`src/mfdc_pkg.sv`:
```
// Package for the masked frame difference checker.
// Shared widths, register and verdict codes, and the types passed between modules.
// No dependencies.
package mfdc_pkg;

	localparam int MAX_ROWS_DEF   = 4096;
	localparam int MAX_PIXELS_DEF = 16777216;
	localparam int QUEUE_DEPTH    = 4;

	localparam int COLOR_W   = 8;
	localparam int ROW_W     = 12;
	localparam int SROW_W    = 13;
	localparam int ROW_CMP_W = 17;
	localparam int SUM_W     = 10;
	localparam int TOL_W     = 10;
	localparam int PCT_W     = 14;
	localparam int CNT_OUT_W = 25;
	localparam int VERDICT_W = 2;
	localparam int PADDR_W   = 4;
	localparam int PDATA_W   = 32;

	localparam logic [PCT_W-1:0] SCALE = 14'd10000;

	localparam logic [VERDICT_W-1:0] VERDICT_CLEAN     = 2'd0;
	localparam logic [VERDICT_W-1:0] VERDICT_DIFFERENT = 2'd1;
	localparam logic [VERDICT_W-1:0] VERDICT_COVERED   = 2'd2;

	localparam logic [1:0] REG_TOLERANCE  = 2'd0;
	localparam logic [1:0] REG_DIFF_LIMIT = 2'd1;
	localparam logic [1:0] REG_OPEN_FLOOR = 2'd2;

	localparam logic [TOL_W-1:0] TOLERANCE_RESET  = 10'd24;
	localparam logic [PCT_W-1:0] DIFF_LIMIT_RESET = 14'd50;
	localparam logic [PCT_W-1:0] OPEN_FLOOR_RESET = 14'd200;

	typedef struct packed {
		logic [TOL_W-1:0] tolerance;
		logic [PCT_W-1:0] diff_limit;
		logic [PCT_W-1:0] open_floor;
	} cfg_t;

	// one classified pixel, as it travels from front to back
	typedef struct packed {
		logic             judged;
		logic             bad;
		logic [ROW_W-1:0] row;
		logic             last;
	} pix_cls_t;

endpackage

```
`src/mfdc_back.sv`:
```
// Back end: frame accumulators, then a two-stage verdict pipe and the output register.
// Multiplies in one stage, compares in the next. Uses mfdc_pkg.
module mfdc_back import mfdc_pkg::*; #(
	parameter int MAX_PIXELS = MAX_PIXELS_DEF
) (
	input  logic                     clk,
	input  logic                     arst_n,
	input  cfg_t                     cfg,
	input  logic                     q_nonempty,
	input  pix_cls_t                 q_head,
	output logic                     q_pop,
	output logic                     out_valid,
	input  logic                     out_ready,
	output logic [VERDICT_W-1:0]     verdict,
	output logic [CNT_OUT_W-1:0]     bad_count,
	output logic [CNT_OUT_W-1:0]     seen_count,
	output logic [CNT_OUT_W-1:0]     total_count,
	output logic signed [SROW_W-1:0] first_bad_row,
	output logic signed [SROW_W-1:0] last_bad_row
);

	localparam int             CW      = $clog2(MAX_PIXELS + 1);
	localparam int             PW      = CW + PCT_W;
	localparam logic [CW-1:0]  CNT_MAX = CW'(MAX_PIXELS);

	function automatic logic [CW-1:0] sat_inc(input logic [CW-1:0] v);
		return (v < CNT_MAX) ? v + 1'b1 : CNT_MAX;
	endfunction

	// running frame totals
	logic [CW-1:0]    bad_q, seen_q, pix_q;
	logic             row_vld_q;
	logic [ROW_W-1:0] first_row_q, last_row_q;

	logic [CW-1:0]    bad_n, seen_n, pix_n;
	logic             hit, row_vld_n;
	logic [ROW_W-1:0] first_row_n, last_row_n;

	// stage 1: frame snapshot
	logic             v_s1;
	logic [CW-1:0]    bad_s1, seen_s1, pix_s1;
	logic             row_vld_s1;
	logic [ROW_W-1:0] first_row_s1, last_row_s1;

	// stage 2: products
	logic             v_s2;
	logic [CW-1:0]    bad_s2, seen_s2, pix_s2;
	logic             row_vld_s2;
	logic [ROW_W-1:0] first_row_s2, last_row_s2;
	logic [PW-1:0]    seen_x_s2, open_x_s2, bad_x_s2, lim_x_s2;

	logic out_valid_q;
	logic out_free, f2_free, f1_free;
	logic covered, too_diff;

	assign out_free = !out_valid_q || out_ready;
	assign f2_free  = !v_s2 || out_free;
	assign f1_free  = !v_s1 || f2_free;
	assign q_pop    = q_nonempty && (!q_head.last || f1_free);

	always_comb begin
		hit         = q_head.judged && q_head.bad;
		pix_n       = sat_inc(pix_q);
		seen_n      = q_head.judged ? sat_inc(seen_q) : seen_q;
		bad_n       = hit ? sat_inc(bad_q) : bad_q;
		row_vld_n   = row_vld_q || hit;
		first_row_n = (hit && !row_vld_q) ? q_head.row : first_row_q;
		last_row_n  = hit ? q_head.row : last_row_q;
	end

	always_ff @(posedge clk or negedge arst_n) begin
		if (!arst_n) begin
			bad_q       <= '0;
			seen_q      <= '0;
			pix_q       <= '0;
			row_vld_q   <= 1'b0;
			first_row_q <= '0;
			last_row_q  <= '0;
		end else if (q_pop) begin
			if (q_head.last) begin
				bad_q     <= '0;
				seen_q    <= '0;
				pix_q     <= '0;
				row_vld_q <= 1'b0;
			end else begin
				bad_q       <= bad_n;
				seen_q      <= seen_n;
				pix_q       <= pix_n;
				row_vld_q   <= row_vld_n;
				first_row_q <= first_row_n;
				last_row_q  <= last_row_n;
			end
		end
	end

	always_ff @(posedge clk or negedge arst_n) begin
		if (!arst_n) begin
			v_s1        <= 1'b0;
			v_s2        <= 1'b0;
			out_valid_q <= 1'b0;
		end else begin
			if (f1_free) begin
				v_s1 <= q_pop && q_head.last;
			end
			if (f2_free) begin
				v_s2 <= v_s1;
			end
			if (out_free) begin
				out_valid_q <= v_s2;
			end
		end
	end

	always_ff @(posedge clk) begin
		if (q_pop && q_head.last) begin
			bad_s1       <= bad_n;
			seen_s1      <= seen_n;
			pix_s1       <= pix_n;
			row_vld_s1   <= row_vld_n;
			first_row_s1 <= first_row_n;
			last_row_s1  <= last_row_n;
		end
		if (v_s1 && f2_free) begin
			bad_s2       <= bad_s1;
			seen_s2      <= seen_s1;
			pix_s2       <= pix_s1;
			row_vld_s2   <= row_vld_s1;
			first_row_s2 <= first_row_s1;
			last_row_s2  <= last_row_s1;
			seen_x_s2    <= PW'(seen_s1) * PW'(SCALE);
			open_x_s2    <= PW'(cfg.open_floor) * PW'(pix_s1);
			bad_x_s2     <= PW'(bad_s1) * PW'(SCALE);
			lim_x_s2     <= PW'(cfg.diff_limit) * PW'(seen_s1);
		end
	end

	assign covered  = (seen_s2 == '0) || (seen_x_s2 < open_x_s2);
	assign too_diff = bad_x_s2 > lim_x_s2;

	always_ff @(posedge clk) begin
		if (v_s2 && out_free) begin
			if (covered) begin
				verdict <= VERDICT_COVERED;
			end else if (too_diff) begin
				verdict <= VERDICT_DIFFERENT;
			end else begin
				verdict <= VERDICT_CLEAN;
			end
			bad_count     <= CNT_OUT_W'(bad_s2);
			seen_count    <= CNT_OUT_W'(seen_s2);
			total_count   <= CNT_OUT_W'(pix_s2);
			first_bad_row <= row_vld_s2 ? signed'({1'b0, first_row_s2}) : '1;
			last_bad_row  <= row_vld_s2 ? signed'({1'b0, last_row_s2}) : '1;
		end
	end

	assign out_valid = out_valid_q;

endmodule

```
`config.mk`:
```
export PLATFORM = sky130hd
export DESIGN_NAME = mfdc_back
export DESIGN_NICKNAME = d
export VERILOG_FILES = /design/src/mfdc_pkg.sv /design/src/mfdc_back.sv
export SDC_FILE = /design/constraint.sdc
export NUM_CORES = 2
export LEC_CHECK = 0
export BUFFER_PORTS_ARGS = -buffer_cell sky130_fd_sc_hd__buf_2
export CAP_MARGIN = 0
export CORE_ASPECT_RATIO = 2
export CORE_UTILIZATION = 60
export CTS_CLUSTER_SIZE = 16
export DETAILED_ROUTE_END_ITERATION = 16
export PLACE_DENSITY = 0.76
export SLEW_MARGIN = 20
export SYNTH_ARGS = -nofsm -noshare
export SYNTH_HDL_FRONTEND = slang
export SYNTH_SLANG_ARGS = --single-unit
```
`constraint.sdc`:
```
create_clock -name clk -period 24.9 [get_ports clk]
set_input_delay 4.98 -clock clk [delete_from_list [all_inputs] [get_ports clk]]
set_output_delay 4.98 -clock clk [all_outputs]
set_load 0.02 [all_outputs]
```
==> run metrics <==
area delta synth->final=6.80%; Fin. Hold Viols=0; clock tree sinks=545; Hold-fix buffers, CTS=0; Die Width=208 µm; Hold Path Class=register to register; syn avg cell area=10.8 µm²; storage element area=0.0159 mm²; DR WL/cell=20.1 µm; first-pass GRT wire length=193000 µm; initial drt markers=1704; Pins Over Slew Limit=0; Post-Route Utilization=0.650; critical path type=input port to output port; clock buffer depth=3; hold slack=0.410 ns; gr ovfl total=0; P_sw=2.40 mW; placed instance area=0.0527 mm²; Crit. End Element=output port; antenna violations before repair=4; Clock power frac=0.143; total iterations of the first detailed-routing run=7; Slew Limit Headroom=0.280; CTS Root Cell=clkbuf_16; post-synthesis sequential area ratio=0.311; Clock Skew=0.0479 ns; Post-synth EDFFs=442; CP Max Fanout=16; nets=6009; clock edge transition at the registers on the reported setup and hold paths=0.07 ns; Reg2Reg Setup Slack=17.58 ns; slew of the pin with the lowest slew margin=1.08 ns; Period Utilization, post-route=0.456; Resize count post-CTS=0; Synthesized Nets=5931; DP Wirelength=90500 µm; Netlist cell types=72; Seq pwr share=0.245; GRT Total Usage=0.289; vias=34400; max cap viols=0; DR vias/cell=5.82; Setup crit start kind=input port; largest net degree at the start of global routing=87; Critical Path RT=19.92 ns; die area=0.0861 mm²; Synth Instances=4731; Die Height=414 µm; H-tree depth=2; WL final=119000 µm; Max VDD drop=0.167 mV; core box area=0.0837 mm²; CP Data Arrival Time=6.38 ns; I/O Buffers=151; minimum clock period=11.36 ns; DRC=0; multi-input logic area=0.0312 mm²; endpoints failing setup=0; outcome=finished, final reports clean; Synth Register Bits=545; Routed Antenna Nets=0; Int Power=3.02 mW; CTS tree=done; Rows=150; post-route cell area=0.0544 mm²; Post-synth ARST share=0.189; switch share=0.442; Max Clk Rate=0.0880 GHz; TritonCTS buffer count=49; routability cong.=0.921; leakage=25.9 nW; Comb power frac=0.612; Power Density=99.7 mW/mm²; post-CTS setup repair buffer count=0; Fillers=6530; Mapped Area=0.0509 mm²; setup TNS=0 ns; vias in the first global route=37700; warnings from Yosys=0; initial core utilization=0.608; Worst-Skew Late Latency=0.64 ns; unrepaired setup endpoints after global routing=false; IO Count=162; prevailing post-synth register cell=edfxtp_1; share of layout cells above drive strength 1=0.0728
==> sequential cells by signal (all words and copies together) (netlist names), 12 cells and up <==
name	count
open_x_s2	39
first_row_s2	12
lim_x_s2	39
seen_count	25
first_row_s1	12
seen_x_s2	31
pix_s2	25
seen_s2	25
last_row_q	12
pix_s1	25
pix_q	25
total_count	25
last_row_s1	12
last_bad_row	12
bad_s2	25
seen_q	25
first_row_q	12
bad_count	25
last_row_s2	12
bad_x_s2	31
bad_s1	25
seen_s1	25
first_bad_row	13
bad_q	25
==> cell usage in the layout (no fill, tap or decap), types with 91 or more instances in the layout <==
cell type  Yosys  layout
a21o_1        91      91
a21oi_1      141     141
and2_1       312     312
buf_2          4     150
dfrtp_1      103     103
edfxtp_1     442     442
fa_1         670     670
ha_1         473     473
inv_1        871     871
nand2_1      498     497
nor2_1       165     163
xnor2_1      102     102
==> power by group through the flow <==
stage / sequential (mW) / combinational [mW] / clock (mW)
after floorplan: 1.35 / 2.45 / 0
after global placement: 1.34 / 3.22 / 0
after detailed placement: 1.35 / 3.30 / 0
after CTS: 1.33 / 3.32 / 0.790
after global routing: 1.34 / 3.71 / 0.815
final: 1.33 / 3.32 / 0.775
==> final timing paths <==
| kind | startpoint | end | depth (start not counted) |
|---|---|---|---|
| setup / recovery | out_ready | q_pop | 6 |
| hold / removal | bad_s2[10]$_DFFE_PP_ | bad_count[10]$_DFFE_PP_ | 0 |
| setup reg to reg | pix_s1[8]$_DFFE_PP_ | open_x_s2[38]$_DFFE_PP_ | 21 |
| hold reg to reg | bad_s2[10]$_DFFE_PP_ | bad_count[10]$_DFFE_PP_ | 0 |
| max in group asynchronous | arst_n | last_row_q[11]$_DFFE_PN0P_ | 2 |
| min in group asynchronous | arst_n | first_row_q[9]$_DFFE_PN0P_ | 1 |
==> synth_stat cells (88+ instances only) <==
cell type    n  share of area
clkbuf_1   153          0.011
nor2_1     165          0.012
dfrtp_1    103          0.051
inv_1      871          0.064
nand2_1    498          0.037
a21o_1      91          0.013
edfxtp_1   442           0.26
and2_1     312          0.038
a21oi_1    141          0.014
fa_1       670           0.26
o21ai_0     88         0.0086
xnor2_1    102          0.018
ha_1       473           0.12
==> kinds of logic (layout without fill, tap and decap cells) <==
kind of cell,Yosys count,count (layout),synth area share
compound gates,531,531,0.0709
xor+xnor,180,180,0.0310
fa+ha+maj,1143,1143,0.380
buf+inv,1039,1157,0.0768
flops,545,545,0.311
mux,55,55,0.0121
other cells,0,2,0
simple gates,1238,1238,0.118
==> worst max-delay path, stage by stage <==
cell	delay [ns]
buf_2	0.09
nor2b_1	0.46
nand4_1	0.18
nand2_2	0.11
inv_1	0.27
buf_2	0.28
==> stage by stage <==
stage / power, mW / cells / setup WS (ns)
CTS: 5.44 / 5912 / 13.54
global route: 5.86 / 5913 / 13.43
finish: 5.42 / 5915 / 13.54
global placement: 4.56 / 5821 / 13.33
floorplan: 3.80 / 4731 / 1.35
detailed placement: 4.64 / 5821 / 13.24
==> cell type report <==
cell class,count,area share
Multi-Input combinational cell,3147,0.574
Clock inverter,28,0.00545
Sequential cell,545,0.291
Inverter,872,0.0602
Antenna cell,2,0.0000920
Tap cell,1064,0.0245
Timing Repair Buffer,194,0.0202
Clock buffer,63,0.0243
==> per-layer routing <==
layer  wire length, µm  GRT usage  vias up  share of wire
li1                  -          -    15400              -
met1             39900      0.301    17400           0.34
met2             63700      0.544     1162           0.54
met3              6620     0.0387      473          0.056
met4              8550      0.188        4          0.072
met5                23          0        -        0.00019
No activity file was read; power rests on OpenSTA's default activity.
